--- config.mk ---
export PLATFORM = sky130hd
export DESIGN_NAME = g2p_fifo
export DESIGN_NICKNAME = d
export VERILOG_FILES = /design/src/design/g2p_pkg.sv /design/src/design/g2p_fifo.sv
export SDC_FILE = /design/constraint.sdc
export NUM_CORES = 1
export LEC_CHECK = 0
export BUFFER_PORTS_ARGS = -buffer_cell sky130_fd_sc_hd__buf_2
export CAP_MARGIN = 0
export CORE_UTILIZATION = 30
export CTS_BUF_LIST = sky130_fd_sc_hd__clkbuf_8 sky130_fd_sc_hd__clkbuf_16
export DETAILED_ROUTE_END_ITERATION = 10
export PLACE_DENSITY = 0.48
export SYNTH_ARGS = -nofsm -noshare
export SYNTH_HDL_FRONTEND = slang
export SYNTH_SLANG_ARGS = --single-unit
--- constraint.sdc ---
create_clock -name clk -period 43.9 [get_ports clk]
set_input_delay 13.17 -clock clk [delete_from_list [all_inputs] [get_ports clk]]
set_output_delay 13.17 -clock clk [all_outputs]
set_load 0.01 [all_outputs]
--- src/design/g2p_pkg.sv ---
// shared widths and beat types for the grid-to-particle flip gather unit
package g2p_pkg;

  localparam int VAL_W  = 32;
  localparam int WGT_W  = 17;
  localparam int MM_W   = 16;
  localparam int GACC_W = 64;
  // rounded product widths, sized for the narrowest fraction (8 bits)
  localparam int WRND_W = 42;
  localparam int GRND_W = 56;
  // common width for saturating sums and clamps
  localparam int SUM_W  = 66;

  typedef struct packed {
    logic                    first_node;
    logic                    last_node;
    logic signed [VAL_W-1:0] particle_vx;
    logic signed [VAL_W-1:0] particle_vy;
    logic signed [VAL_W-1:0] node_new_vx;
    logic signed [VAL_W-1:0] node_new_vy;
    logic signed [VAL_W-1:0] node_old_vx;
    logic signed [VAL_W-1:0] node_old_vy;
    logic signed [VAL_W-1:0] node_heat;
    logic        [WGT_W-1:0] weight;
    logic signed [VAL_W-1:0] wgrad_x;
    logic signed [VAL_W-1:0] wgrad_y;
  } node_t;

  typedef struct packed {
    logic signed [VAL_W-1:0] out_vx;
    logic signed [VAL_W-1:0] out_vy;
    logic signed [VAL_W-1:0] grad_xx;
    logic signed [VAL_W-1:0] grad_xy;
    logic signed [VAL_W-1:0] grad_yx;
    logic signed [VAL_W-1:0] grad_yy;
    logic signed [VAL_W-1:0] out_heat;
    logic signed [MM_W-1:0]  heat_min;
    logic signed [MM_W-1:0]  heat_max;
  } result_t;

  typedef struct packed {
    logic                     first_node;
    logic                     last_node;
    logic signed [VAL_W-1:0]  particle_vx;
    logic signed [VAL_W-1:0]  particle_vy;
    logic signed [WRND_W-1:0] pic_x;
    logic signed [WRND_W-1:0] pic_y;
    logic signed [WRND_W-1:0] flip_x;
    logic signed [WRND_W-1:0] flip_y;
    logic signed [WRND_W-1:0] heat;
    logic signed [GRND_W-1:0] grad_xx;
    logic signed [GRND_W-1:0] grad_xy;
    logic signed [GRND_W-1:0] grad_yx;
    logic signed [GRND_W-1:0] grad_yy;
  } prod_t;

endpackage

--- src/design/g2p_fifo.sv ---
// result queue between the result stage and the output channel
module g2p_fifo import g2p_pkg::*; #(
  parameter int DEPTH = 8
) (
  input  logic    clk,
  input  logic    rst,
  input  logic    push,
  input  result_t push_data,
  input  logic    pop,
  output logic    valid,
  output result_t data
);

  localparam int PTR_W = $clog2(DEPTH);
  localparam int CNT_W = $clog2(DEPTH + 1);

  result_t           mem [DEPTH];
  logic [PTR_W-1:0]  wr_ptr;
  logic [PTR_W-1:0]  rd_ptr;
  logic [CNT_W-1:0]  count;

  function automatic logic [PTR_W-1:0] ptr_inc(input logic [PTR_W-1:0] p);
    return (p == PTR_W'(DEPTH - 1)) ? '0 : p + 1'b1;
  endfunction

  assign valid = (count != '0);
  assign data  = mem[rd_ptr];

  always_ff @(posedge clk) begin
    if (push) begin
      mem[wr_ptr] <= push_data;
    end
  end

  always_ff @(posedge clk) begin
    if (rst) begin
      wr_ptr <= '0;
      rd_ptr <= '0;
      count  <= '0;
    end else begin
      if (push) begin
        wr_ptr <= ptr_inc(wr_ptr);
      end
      if (pop) begin
        rd_ptr <= ptr_inc(rd_ptr);
      end
      case ({push, pop})
        2'b10:   count <= count + 1'b1;
        2'b01:   count <= count - 1'b1;
        default: count <= count;
      endcase
    end
  end

`ifndef ASSERT_OFF
  a_no_overflow: assert property (@(posedge clk) disable iff (rst)
    push |-> ((count != CNT_W'(DEPTH)) || pop))
    else $error("result queue written while full");
`endif

endmodule

# Word-level counts from Yosys, hierarchy flattened
# Memories as Yosys holds them, arrays and structs flattened. A register that Yosys moved wholly into a read port is not among the register bits.
# Index checks and enable logic that the tools add are counted.
[op_classes]
eq_ne = 4
reduce_logical = 2
n_addsub = 4
mux = 7
[op_table]
columns = ["operator", "count"]
rows = [
  ["two-way mux 3 bit", 4],
  ["case mux 4 bit (2 select lines)", 1],
  ["adder 3 x 1 -> 3 bit, second input constant", 2],
  ["== test 3 bit, second input constant", 2],
  ["adder 4 x 1 -> 4 bit, second input constant", 1],
  ["nonzero test 4 bit", 1],
  ["subtractor 4 x 1 -> 4 bit, second input constant", 1],
  ["== test 2 x 1 -> 1 bit, second input constant", 1],
  ["== test 2 bit, second input constant", 1],
  ["two-way mux 1 bit", 2],
  ["nonzero test 2 bit", 1],
]
[totals]
mem_count = 1
mem_bits_rw = 2048
register_bits = 10
[memory_table]
columns = ["name", "words", "word_bits", "read_ports", "rd_ports_with_merged_regs", "wr", "line", "source"]
rows = [
  ["mem", 8, 256, 1, 1, 1, "g2p_fifo.sv:17", "result_t mem [DEPTH];"],
]

# Depth between registers and ports, before layout
[depth]
ltp_word = 4
mapped_depth = 8
ltp_nobuf = 8

# Least setup slack after synthesis
# Ideal clock, no wire load.
[synth_path]
kind = "input to register"
startpoint = "in push"
endpoint = "mem mem[0][0] (netlist bit), enable pin"
n_path_buf = 0
setup_time_ns = 1.187
path_slack_ns = 12.213
arrival_time_ns = 30.500
cell_stages = 2
path_cell_list = "nand2b_1 nor3_1"
[synth_between]
elab_chain_cells = 2
[synth_lines]
columns = ["element", "line", "source"]
rows = [
  ["start, declared", "g2p_fifo.sv:7", "input logic push,"],
  ["two-way mux 1 bit", "g2p_fifo.sv:30", "if (push) begin"],
  ["two-way mux 1 bit (not written as such)", "g2p_fifo.sv:31", "mem[wr_ptr] <= push_data;"],
  ["end, declared", "g2p_fifo.sv:17", ""],
]
# Every way passes these cells.

==> results_dict.tcl <==
set metrics [dict create \
    run_status "complete, no violations" \
    place.port_buffers 516 \
    relSlewSlack_pct 31.33 \
    insertion_delay_ns 0.83 \
    synth.top_cell.area_share_pct 79.35 \
    placeable_core_area_um2 256900 \
    slew_of_the_pin_with_the_lowest_slew_margin_ns 1.030 \
    r2r-start "wr_ptr[0]$_SDFFE_PP0P_" \
    dominant_cell_by_count_in_the_synthesized_netlist "sky130_fd_sc_hd__edfxtp_1" \
    fp.dieArea_um2 260400 \
    worstPathBufferInverterCount 5 \
    cell_with_the_largest_stage_delay_on_the_worst_path "sky130_fd_sc_hd__dfxtp_4" \
    yosysTopAreaCell "sky130_fd_sc_hd__edfxtp_1" \
    ys_async_sr_fraction_pct 0 \
    grt_first_pass_wirelength_mm 255.9 \
    clock-skew-final_ns 0.04832 \
    initial_utilization_pct 30.16 \
    postCtsResizedCells 0 \
    syn-num-nets 3298 \
    synth_cell_types 24 \
    route.detailed.vias_per_inst 4.636 \
    cp.depth 7 \
    slew_violations 0 \
    post_synth_main_area_contributors "sky130_fd_sc_hd__edfxtp_1 (79%), sky130_fd_sc_hd__mux4_2 (15%), sky130_fd_sc_hd__mux2_2 (3.7%)" \
    number_of_i_o_pins 517 \
    synth.yosys.seq_area_share_pct 79.69 \
    postLayoutCellArea_um2 91080 \
    dpl.cell_count 6850 \
    summed_negative_setup_slack_over_all_endpoints_ns 0 \
    yosys_warnings 0 \
    place_hpwl_mm 95.27 \
    cts.reportedPaths.clkPinSlew_ns 0.06 \
    route.antenna.remaining_nets 0 \
    core.rowCount 186 \
    synth_enable_flop_cells 2048 \
    layout-area-overhead-vs-synth_pct 17.52 \
    cts-htree-levels 4 \
    critical-path-top-delay-family "buffers and inverters" \
    worstSetupEndpointType "output pin" \
    grt_start_max_net_pins 108 \
    drv.max_cap_violation_count 0 \
    drc 0 \
    worstRegToRegCells 6 \
    power_leakage_nw 28.57 \
    ir_worst_vdd_uv 35.77 \
    unrepaired_setup_endpoints_after_global_routing "no" \
    total_clock_buffers_created_by_cts 217 \
    post-cts-setup-buffer-count 0 \
    largest_stage_delay_worst_path_ns 0.87 \
    critPathKind "reg -> out" \
    grtUsageTotal_pct 13.48 \
    clock_path_buffers 3 \
    required_ns 30.73 \
    cts_hold_repair.buffers 0 \
    cp_common_cell "sky130_fd_sc_hd__buf_4" \
    hold_ws_ns 0.5350 \
    crit_path_cell_trace "buf_4 -> buf_4 -> buf_4 -> buf_4 -> mux4_2 -> mux2_2 -> buf_2" \
    preCtsSetupSlack_ns 25.66 \
    post_synth.cell_area_avg_um2 25.57 \
    gate_count_of_the_mapped_netlist 3031 \
    placed_cell_areas_um2 84070 \
    layout_worst_path_cycle_share_pct 43.09 \
    achievable-frequency_ghz 0.05287 \
    power.density_cell_area_nw_per_um2 46.96 \
    worst_slack_ns 24.99 \
    tritoncts "yes" \
    synth_seq_cells 2061 \
    setup_viol_count_final 0 \
    synth_common_cells "sky130_fd_sc_hd__edfxtp_1 (2048), sky130_fd_sc_hd__mux4_2 (512), sky130_fd_sc_hd__mux2_2 (258), sky130_fd_sc_hd__buf_6 (53), sky130_fd_sc_hd__clkbuf_1 (43)" \
    total_power_mw 4.277 \
    drt-total-wl_mm 177.1 \
    die_h_um 510.3 \
    worstReg2RegEnd "mem[2][224]$_DFFE_PP_" \
    routabilityCongestion 0.7035 \
    detailedRoute.firstPassIterationCount 7 \
    min-delay-path-class "reg -> reg" \
    detail_route.wl_per_cell_um 24.37 \
    stdcell_count 7266 \
    final_core_utilization_pct 35.45 \
    nNetsFinal 3952 \
    die_width_um 510.3 \
    cp_data_arrival_time_ns 5.74 \
    dr_total_vias 33680 \
    mappedNetlistArea_um2 77500 \
    iteration_0_drc_count_of_the_detailed_router 2114 \
    final_hold_viol_count 0 \
    clock-root-buffer "sky130_fd_sc_hd__clkbuf_16" \
    initial_antenna_violation_count 75 \
    worst_setup_path_start_kind "flop" \
    cts.sink_count 2061 \
    grt-ovfl-total 0 \
    finalCriticalPeriod_ns 18.91 \
    grt_pass1_vias 36150 \
    crit_fanout 58 \
    synthFlopType "sky130_fd_sc_hd__edfxtp_1" \
    rrSetupSlack_ns 39.05 \
    crit_path_end "data[170]" \
    final_layout_size_suffix_gt1_share_pct 43.01 \
]
-- where the power goes --
group	internal [mW]	leakage [nW]	switching (mW)	total, mW
Combinational	0.124	6.28	0.154	0.278
Sequential	2.21	18.7	0.0114	2.22
Clock	1.02	3.58	0.764	1.78
-- cells in the final DEF (no fill, tap or decap), drive strengths merged --
cell,netlist,routed
or3,1,1
clkinv,0,93
dfxtp,13,13
clkinvlp,0,8
a21oi,5,5
nor3,4,4
a41oi,1,1
diode,0,20
nand2,4,4
nor4b,1,1
o41ai,1,1
buf,101,579
nor2b,1,1
nor2,17,17
clkbuf,43,223
xor2,3,3
mux4,512,512
edfxtp,2048,2048
o21ai,1,1
mux2,258,258
nand2b,3,3
inv,2,56
or4,1,1
mux2i,4,4
bufinv,0,18
ha,7,7
-- routing by layer --
metal	track usage [%]	share of wire, %	vias up
li1	-	-	14430
met1	17.33	42	18030
met2	21.49	47	767
met3	4.717	8.0	373
met4	3.791	2.6	82
met5	0	0.29	-
-- worst min path at each step --
stage	depth (start not counted)	end	slack (ns)	from
finish	2	rd_ptr[1]$_SDFFE_PP0P_	0.54	rd_ptr[1]$_SDFFE_PP0P_
global route	2	count[2]$_SDFFE_PP0P_	0.57	count[2]$_SDFFE_PP0P_
CTS	2	flop	0.54	rd_ptr[2]$_SDFFE_PP0P_
detailed placement	2	flop	0.53	rd_ptr[1]$_SDFFE_PP0P_
global placement	2	count[2]$_SDFFE_PP0P_	0.51	count[2]$_SDFFE_PP0P_
floorplan	2	flop	0.49	rd_ptr[1]$_SDFFE_PP0P_
-- kinds of logic (layout without fill, tap and decap cells) --
| group | count (synthesis) | count (layout) | synth area share (%) |
|---|---|---|---|
| DFF | 2061 | 2061 | 79.69 |
| muxes | 774 | 774 | 18.68 |
| buffers and inverters | 146 | 977 | 1.237 |
| and+or+nand+nor | 32 | 32 | 0.1889 |
| AOI/OAI and AO/OA | 8 | 8 | 0.06134 |
| adders and majority gates | 7 | 7 | 0.1130 |
| xor gates and xnor gates | 3 | 3 | 0.03391 |
| other | 0 | 20 | 0 |
-- registers in the layout (all words and copies together) (netlist names), named ones only --
signal,flops
count,4
mem,2048
rd_ptr,3
wr_ptr,3
-- area by class of cell --
type | count | area, µm²
fillers | 23700 | 165800
flip-flops and latches | 2061 | 61770
multi-input cells | 824 | 14840
clock buffers | 223 | 5535
well taps | 3384 | 4234
repair buffers | 579 | 3218
clock inverters | 173 | 1429
diodes | 20 | 50.05
inverters | 2 | 7.507
-- worst register-to-register path, cell delays in order (launching register included) --
cell and delay (ns):
sky130_fd_sc_hd__dfxtp_1 0.34, sky130_fd_sc_hd__nand2b_1 0.32, sky130_fd_sc_hd__nor2_4 0.55, sky130_fd_sc_hd__buf_4 0.83, sky130_fd_sc_hd__buf_4 0.89, sky130_fd_sc_hd__buf_4 0.71
sky130_fd_sc_hd__buf_4 0.77
Power figures use the tool's default switching activity.
