File: src/design/g2p_pkg.sv
// shared widths and beat types for the grid-to-particle flip gather unit
package g2p_pkg;

  localparam int VAL_W  = 32;
  localparam int WGT_W  = 17;
  localparam int MM_W   = 16;
  localparam int GACC_W = 64;
  // rounded product widths, sized for the narrowest fraction (8 bits)
  localparam int WRND_W = 42;
  localparam int GRND_W = 56;
  // common width for saturating sums and clamps
  localparam int SUM_W  = 66;

  typedef struct packed {
    logic                    first_node;
    logic                    last_node;
    logic signed [VAL_W-1:0] particle_vx;
    logic signed [VAL_W-1:0] particle_vy;
    logic signed [VAL_W-1:0] node_new_vx;
    logic signed [VAL_W-1:0] node_new_vy;
    logic signed [VAL_W-1:0] node_old_vx;
    logic signed [VAL_W-1:0] node_old_vy;
    logic signed [VAL_W-1:0] node_heat;
    logic        [WGT_W-1:0] weight;
    logic signed [VAL_W-1:0] wgrad_x;
    logic signed [VAL_W-1:0] wgrad_y;
  } node_t;

  typedef struct packed {
    logic signed [VAL_W-1:0] out_vx;
    logic signed [VAL_W-1:0] out_vy;
    logic signed [VAL_W-1:0] grad_xx;
    logic signed [VAL_W-1:0] grad_xy;
    logic signed [VAL_W-1:0] grad_yx;
    logic signed [VAL_W-1:0] grad_yy;
    logic signed [VAL_W-1:0] out_heat;
    logic signed [MM_W-1:0]  heat_min;
    logic signed [MM_W-1:0]  heat_max;
  } result_t;

  typedef struct packed {
    logic                     first_node;
    logic                     last_node;
    logic signed [VAL_W-1:0]  particle_vx;
    logic signed [VAL_W-1:0]  particle_vy;
    logic signed [WRND_W-1:0] pic_x;
    logic signed [WRND_W-1:0] pic_y;
    logic signed [WRND_W-1:0] flip_x;
    logic signed [WRND_W-1:0] flip_y;
    logic signed [WRND_W-1:0] heat;
    logic signed [GRND_W-1:0] grad_xx;
    logic signed [GRND_W-1:0] grad_xy;
    logic signed [GRND_W-1:0] grad_yx;
    logic signed [GRND_W-1:0] grad_yy;
  } prod_t;

endpackage

File: src/design/g2p_accum.sv
// saturating accumulators for pic, flip, heat and velocity gradient sums
module g2p_accum import g2p_pkg::*; #(
  parameter int ACC_BITS = 48
) (
  input  logic                       clk,
  input  logic                       rst,
  input  logic                       prod_valid,
  input  prod_t                      prod,
  output logic                       emit_valid,
  output logic signed [ACC_BITS-1:0] pic_x,
  output logic signed [ACC_BITS-1:0] pic_y,
  output logic signed [ACC_BITS-1:0] flip_x,
  output logic signed [ACC_BITS-1:0] flip_y,
  output logic signed [ACC_BITS-1:0] heat,
  output logic signed [GACC_W-1:0]   grad_xx,
  output logic signed [GACC_W-1:0]   grad_xy,
  output logic signed [GACC_W-1:0]   grad_yx,
  output logic signed [GACC_W-1:0]   grad_yy
);

  localparam logic signed [SUM_W-1:0] ACC_MAX =
    {{(SUM_W - ACC_BITS + 1){1'b0}}, {(ACC_BITS - 1){1'b1}}};
  localparam logic signed [SUM_W-1:0] ACC_MIN = ~ACC_MAX;
  localparam logic signed [SUM_W-1:0] GACC_MAX =
    {{(SUM_W - GACC_W + 1){1'b0}}, {(GACC_W - 1){1'b1}}};
  localparam logic signed [SUM_W-1:0] GACC_MIN = ~GACC_MAX;

  function automatic logic signed [ACC_BITS-1:0] acc_add(
    input logic signed [ACC_BITS-1:0] base,
    input logic signed [WRND_W-1:0]   inc
  );
    logic signed [SUM_W-1:0] s;
    s = SUM_W'(base) + SUM_W'(inc);
    if (s > ACC_MAX) begin
      s = ACC_MAX;
    end else if (s < ACC_MIN) begin
      s = ACC_MIN;
    end
    return ACC_BITS'(s);
  endfunction

  function automatic logic signed [GACC_W-1:0] gacc_add(
    input logic signed [GACC_W-1:0] base,
    input logic signed [GRND_W-1:0] inc
  );
    logic signed [SUM_W-1:0] s;
    s = SUM_W'(base) + SUM_W'(inc);
    if (s > GACC_MAX) begin
      s = GACC_MAX;
    end else if (s < GACC_MIN) begin
      s = GACC_MIN;
    end
    return GACC_W'(s);
  endfunction

  logic signed [ACC_BITS-1:0] base_pic_x;
  logic signed [ACC_BITS-1:0] base_pic_y;
  logic signed [ACC_BITS-1:0] base_flip_x;
  logic signed [ACC_BITS-1:0] base_flip_y;
  logic signed [ACC_BITS-1:0] base_heat;
  logic signed [GACC_W-1:0]   base_gxx;
  logic signed [GACC_W-1:0]   base_gxy;
  logic signed [GACC_W-1:0]   base_gyx;
  logic signed [GACC_W-1:0]   base_gyy;

  // first node restarts the sums; flip starts from the particle velocity
  always_comb begin
    base_pic_x  = prod.first_node ? '0 : pic_x;
    base_pic_y  = prod.first_node ? '0 : pic_y;
    base_heat   = prod.first_node ? '0 : heat;
    base_flip_x = prod.first_node ? ACC_BITS'(prod.particle_vx) : flip_x;
    base_flip_y = prod.first_node ? ACC_BITS'(prod.particle_vy) : flip_y;
    base_gxx    = prod.first_node ? '0 : grad_xx;
    base_gxy    = prod.first_node ? '0 : grad_xy;
    base_gyx    = prod.first_node ? '0 : grad_yx;
    base_gyy    = prod.first_node ? '0 : grad_yy;
  end

  always_ff @(posedge clk) begin
    if (rst) begin
      emit_valid <= 1'b0;
      pic_x      <= '0;
      pic_y      <= '0;
      flip_x     <= '0;
      flip_y     <= '0;
      heat       <= '0;
      grad_xx    <= '0;
      grad_xy    <= '0;
      grad_yx    <= '0;
      grad_yy    <= '0;
    end else begin
      emit_valid <= prod_valid && prod.last_node;
      if (prod_valid) begin
        pic_x   <= acc_add(base_pic_x, prod.pic_x);
        pic_y   <= acc_add(base_pic_y, prod.pic_y);
        flip_x  <= acc_add(base_flip_x, prod.flip_x);
        flip_y  <= acc_add(base_flip_y, prod.flip_y);
        heat    <= acc_add(base_heat, prod.heat);
        grad_xx <= gacc_add(base_gxx, prod.grad_xx);
        grad_xy <= gacc_add(base_gxy, prod.grad_xy);
        grad_yx <= gacc_add(base_gyx, prod.grad_yx);
        grad_yy <= gacc_add(base_gyy, prod.grad_yy);
      end
    end
  end

endmodule

File: config.mk
export PLATFORM = sky130hd
export DESIGN_NAME = g2p_accum
export DESIGN_NICKNAME = d
export VERILOG_FILES = /design/src/design/g2p_pkg.sv /design/src/design/g2p_accum.sv
export SDC_FILE = /design/constraint.sdc
export NUM_CORES = 2
export LEC_CHECK = 0
export ABC_CLOCK_PERIOD_IN_PS = 5050
export BUFFER_PORTS_ARGS = -buffer_cell sky130_fd_sc_hd__buf_2
export CAP_MARGIN = 20
export CORE_AREA = 3 3 383 385
export DETAILED_ROUTE_END_ITERATION = 16
export DIE_AREA = 0 0 386 388
export SLEW_MARGIN = 15
export SYNTH_ARGS = -nofsm -noshare
export SYNTH_HDL_FRONTEND = slang
export SYNTH_SLANG_ARGS = --single-unit
File: constraint.sdc
create_clock -name clk -period 5.05 [get_ports clk]
set_clock_uncertainty 0.1 [all_clocks]
set_input_delay 1.01 -clock clk [delete_from_list [all_inputs] [get_ports clk]]
set_output_delay 1.01 -clock clk [all_outputs]
set_load 0.05 [all_outputs]
# After elaboration in Yosys (flattened, before gate mapping)
# Index checks and enable logic that the tools add are counted.
[op_classes]
add_sub_neg = 9
magnitude_cmp = 18
mux = 27
n_reduce_logical = 1
[op_table]
columns = ["cell", "n"]
rows = [
  ["64-bit two-way mux", 12],
  ["48-bit two-way mux", 15],
  ["64-bit by 56-bit adder with 65-bit output", 4],
  ["65-bit by 64-bit > comparator with 1-bit output, second input constant", 4],
  ["65-bit by 64-bit less-than comparator with 1-bit output, second input constant", 4],
  ["48-bit by 42-bit adder with 49-bit output", 5],
  ["49-bit by 48-bit > comparator with 1-bit output, second input constant", 5],
  ["49-bit by 48-bit less-than comparator with 1-bit output, second input constant", 5],
  ["1-bit logical AND", 1],
]
[word_totals]
reg_bits = 497
in_bits = 503
output_inout_bits = 497
elab_cells = 65

# Longest topological paths before layout
[logic_depth]
word_depth = 5
depth_mapped = 21
mapped_depth_nobuf = 16

# Worst setup path after synthesis
# Ideal clock, no wire load.
[synth_timing]
kind = "input to register"
startpoint = "input prod[499] in the netlist's numbering"
endpoint = "register pic_x[37]"
setup_time_ns = 0.086
arrival_time_ns = 5.171
t_required_ns = 4.864
slack_ns = -0.306
cell_stages = 19
n_path_buf = 5
path_cell_list = "clkbuf_1 -> clkbuf_1 -> clkbuf_1 -> nor2b_1 -> ha_1 -> a211oi_1 -> o221ai_1 -> a22oi_1 -> o31a_1 -> o21ai_2 -> a21o_1 -> a2111o_1 -> a41oi_1 -> o21ai_1 -> xnor2_1 -> buf_2 -> buf_2 -> maj3_1 -> a211oi_1"
[synth_between]
elab_chain_cells = 5
elab_cells_between_ends = 6
cone_classes = "1 x add/sub; 2 x order compare; 3 x mux"
[synth_rtl]
columns = ["element", "line_no", "text"]
rows = [
  ["start, declared", "g2p_accum.sv:8", "input prod_t prod,"],
  ["48-bit two-way mux (*)", "g2p_accum.sv:68", "base_pic_x = prod.first_node ? '0 : pic_x;"],
  ["48-bit by 42-bit adder with 49-bit output (*)", "g2p_accum.sv:33", "s = SUM_W'(base) + SUM_W'(inc);"],
  ["49-bit by 48-bit less-than comparator with 1-bit output", "g2p_accum.sv:36", "end else if (s < ACC_MIN) begin"],
  ["48-bit two-way mux", "g2p_accum.sv:36", ""],
  ["48-bit two-way mux (*)", "g2p_accum.sv:34", "if (s > ACC_MAX) begin"],
  ["end signal, assigned", "g2p_accum.sv:94", "pic_x <= acc_add(base_pic_x, prod.pic_x);"],
  ["end, declared", "g2p_accum.sv:10", "output logic signed [ACC_BITS-1:0] pic_x,"],
]
# Mark *: on every way between the ends. The rest lies on a longest branch, timed or not.
# A chain may end at the register's enable or synchronous reset.

# Worst setup path in the final report
[layout_timing]
startpoint = "input prod[499] in the netlist's numbering"
endpoint = "register grad_xx[50]"
[layout_between]
elab_chain_cells = 5
elab_cells_between_ends = 6
cone_classes = "1 x add/sub; 2 x order compare; 3 x mux"
[layout_rtl]
columns = ["element", "line_no", "text"]
rows = [
  ["64-bit two-way mux (*)", "g2p_accum.sv:73", "base_gxx = prod.first_node ? '0 : grad_xx;"],
  ["64-bit by 56-bit adder with 65-bit output (*)", "g2p_accum.sv:47", "s = SUM_W'(base) + SUM_W'(inc);"],
  ["65-bit by 64-bit less-than comparator with 1-bit output", "g2p_accum.sv:50", "end else if (s < GACC_MIN) begin"],
  ["64-bit two-way mux", "g2p_accum.sv:50", ""],
  ["64-bit two-way mux (*)", "g2p_accum.sv:48", "if (s > GACC_MAX) begin"],
  ["end signal, assigned", "g2p_accum.sv:99", "grad_xx <= gacc_add(base_gxx, prod.grad_xx);"],
  ["end, declared", "g2p_accum.sv:15", "output logic signed [GACC_W-1:0] grad_xx,"],
]
# Marks and branches as above.

==> results.toml <==
[run_status]
status = "completed"

[global_route]
grt-ovfl-total = 0
met2_usage = 0.471
grt_use_met1 = 0.356
grt_max_degree = 179
grtUsageTotal = 0.289
grt.met3_usage = 0.0567
grt_pass1_wl_mm = 343
grt_pass1_vias = 58041
antenna_found_initial = 56
busiest_layer = "met2"

[cells_and_area]
fill_cells = 14379
fin_area_sq_um = 70300
syn2layout_area_growth_pct = 32.3
nNetsFinal = 9793
layout_common_cells = "1060 x buf_4, 996 x buf_2, 746 x a21oi_1"
drive_gt1_frac = 0.288
final_cells = 10792
fin_util = 0.490
final_common_cell = "buf_4"

[pwr]
power_mw = 21.7
p_leak_nw = 33.0
powerDensity_nw_per_um2 = 309
vdd_drop_max_v = 0.000264

[synthesis]
synth-seq-cells = 497
syn_nets = 8104
synth_edf_count = 0
syn_area_sq_um = 53200
synth.distinct_cells = 94
yosys_warnings = 0
synth_area_leaders = "dfxtp_1 19%, ha_1 12%, a21oi_1 7.1%, nor2b_1 5.3%, nor2_1 5.1%"
synth_top_area_cell = "dfxtp_1"
netlist.area_leader.share = 0.187
avgSynthCellArea_sq_um = 7.49
ys.flop_type = "dfxtp_1"
ys_seq_area_frac = 0.187
async_reset_ff_frac = 0
netlist_instances = 7096

[routing]
viasPerCell = 5.57
firstDrtPassIters = 6
wl_per_cell_um = 21.2
routed_wl_mm = 228
vias = 60154
drc_errors = 0
drt_iter0_drc = 3890
antenna_left = 0

[die]
core.rowCount = 139
initial_core_util = 0.371
fp.dieW_um = 386
core-area_sq_um = 143000
io_pins = 1000
die-area_sq_um = 150000
die_h_um = 388

[critical_path]
slowest_stage = "a221o_1"
startpoint_type = "input port"
endpoint_kind = "flop"
crit_chain = "buf_12, buf_16, buf_12, nor2b_1, ha_1, and3_1, and2_1, a221o_1, a211oi_1, a21oi_1, o211ai_1, buf_4, a21oi_1, o21ai_0, buf_4, nand4_1, a21o_2, buf_4, a21oi_1, nor3_1"
crit_path_max_incr_delay_ns = 0.40
critPathArrivalTime_ns = 5.20
required_ns = 5.45
worstSetupPathType = "input port to flop"
crit_fanout = 22

[run]
maxCapViolCount = 0

[clock_tree]
clockBufferDepth = 3
root_buffer = "clkbuf_16"
clkSlewWorstSetupHoldPaths_ns = 0.05
clkLatencyLatePin_ns = 0.68
cts.sinks = 497
htree_num_levels = 3
cts_made_buffers = 73
cts_tree = "built"

[worst_hold_path]
hold_path_class = "flop to flop"

[sta]
tns_ns = 0
finalSetupViolations = 0
period_needed_ns = 4.80
holdWs_ns = 0.379
finalCritPeriodShare = 0.951
relSlewSlack = 0.256
tightest_slew_ns = 1.12
hold_viol_final = 0
drv_slew = 0
setup_slack_ns = 0.249
fmax_mhz = 208

[place]
hpwl_mm = 183
port_buffers = 999
gp_congestion = 0.996
dpl_cell_area_sq_um = 67600
place_inst = 10609
preCtsSetupSlack_ns = -0.575
==> kinds of logic (layout without fill, tap and decap cells) <==
kind of cell	Yosys count	in the layout	share of synthesized area
compound gates	2536	2536	0.315
simple gates	2144	2144	0.194
fa+ha+maj	719	719	0.162
buf+inv	669	2414	0.0503
flops	497	497	0.187
xor+xnor	461	461	0.0761
mux	70	70	0.0146
other cells	0	48	0
==> power breakdown <==
part / total, mW / internal (mW) / switching [mW]
Clock: 5.51 / 3.28 / 2.24
Sequential: 4.91 / 4.42 / 0.493
Combinational: 11.3 / 4.47 / 6.84
Total: 21.7 / 12.2 / 9.57
==> repair_timing <==
action | CTS | global route
resized for setup | 0 | 11
setup buffers | 0 | 4
endpoints found under the setup margin | 0 | 178
hold buffers | 0 | 0
==> registers in the layout, summed over array words and instances (netlist names) <==
register	count
pic_x	48
heat	48
grad_xx	64
flip_y	48
emit_valid	1
grad_xy	64
pic_y	48
grad_yx	64
flip_x	48
grad_yy	64
==> metal layers <==
metal | wire length (um) | part of all wire
met1 | 95400 | 0.42
met2 | 103000 | 0.45
met3 | 16000 | 0.070
met4 | 13700 | 0.060
met5 | 144 | 0.00063
==> final cells by class <==
| type | instances | area, sq um | share of cell area |
|---|---|---|---|
| diodes | 48 | 120 | 0.00171 |
| clock buffers | 98 | 2090 | 0.0298 |
| clock inverters | 33 | 400 | 0.00569 |
| inverters | 176 | 666 | 0.00946 |
| multi-input cells | 5930 | 40800 | 0.580 |
| flip-flops and latches | 497 | 9950 | 0.141 |
| well taps | 1903 | 2380 | 0.0339 |
| repair buffers | 2107 | 14000 | 0.198 |
==> worst paths after layout <==
kind / start / endpoint / slack [ns] / depth (start not counted)
worst min-delay path: grad_xx[32]$_SDFFE_PP0P_ / grad_xx[32]$_SDFFE_PP0P_ / 0.38 / 2
worst max register to register: pic_y[0]$_SDFFE_PP0P_ / pic_y[44]$_SDFFE_PP0P_ / 0.63 / 18
worst min register to register: grad_xx[32]$_SDFFE_PP0P_ / grad_xx[32]$_SDFFE_PP0P_ / 0.38 / 2
worst max-delay path: prod[499] / grad_xx[50]$_SDFFE_PP0P_ / 0.25 / 20
==> worst max-delay path: cells and delay by family <==
family | cells | cell delay, ns
buffers and inverters | 6 | 1.14
and+or+nand+nor | 5 | 0.64
AOI/OAI and AO/OA | 8 | 2.01
adders and majority gates | 1 | 0.30
==> synth_stat cells, drive strengths merged, types with 76 or more instances <==
master and n:
a21oi 749, nor2 718, o21ai 535, dfxtp 497
ha 496, nor2b 451, clkbuf 432, nand2 414
a211oi 395, xnor2 297, a21o 287, maj3 214
inv 176, xor2 164, nor3 125, nand3 120
nand4 114, o21bai 76
Power figures use the tool's default switching activity.
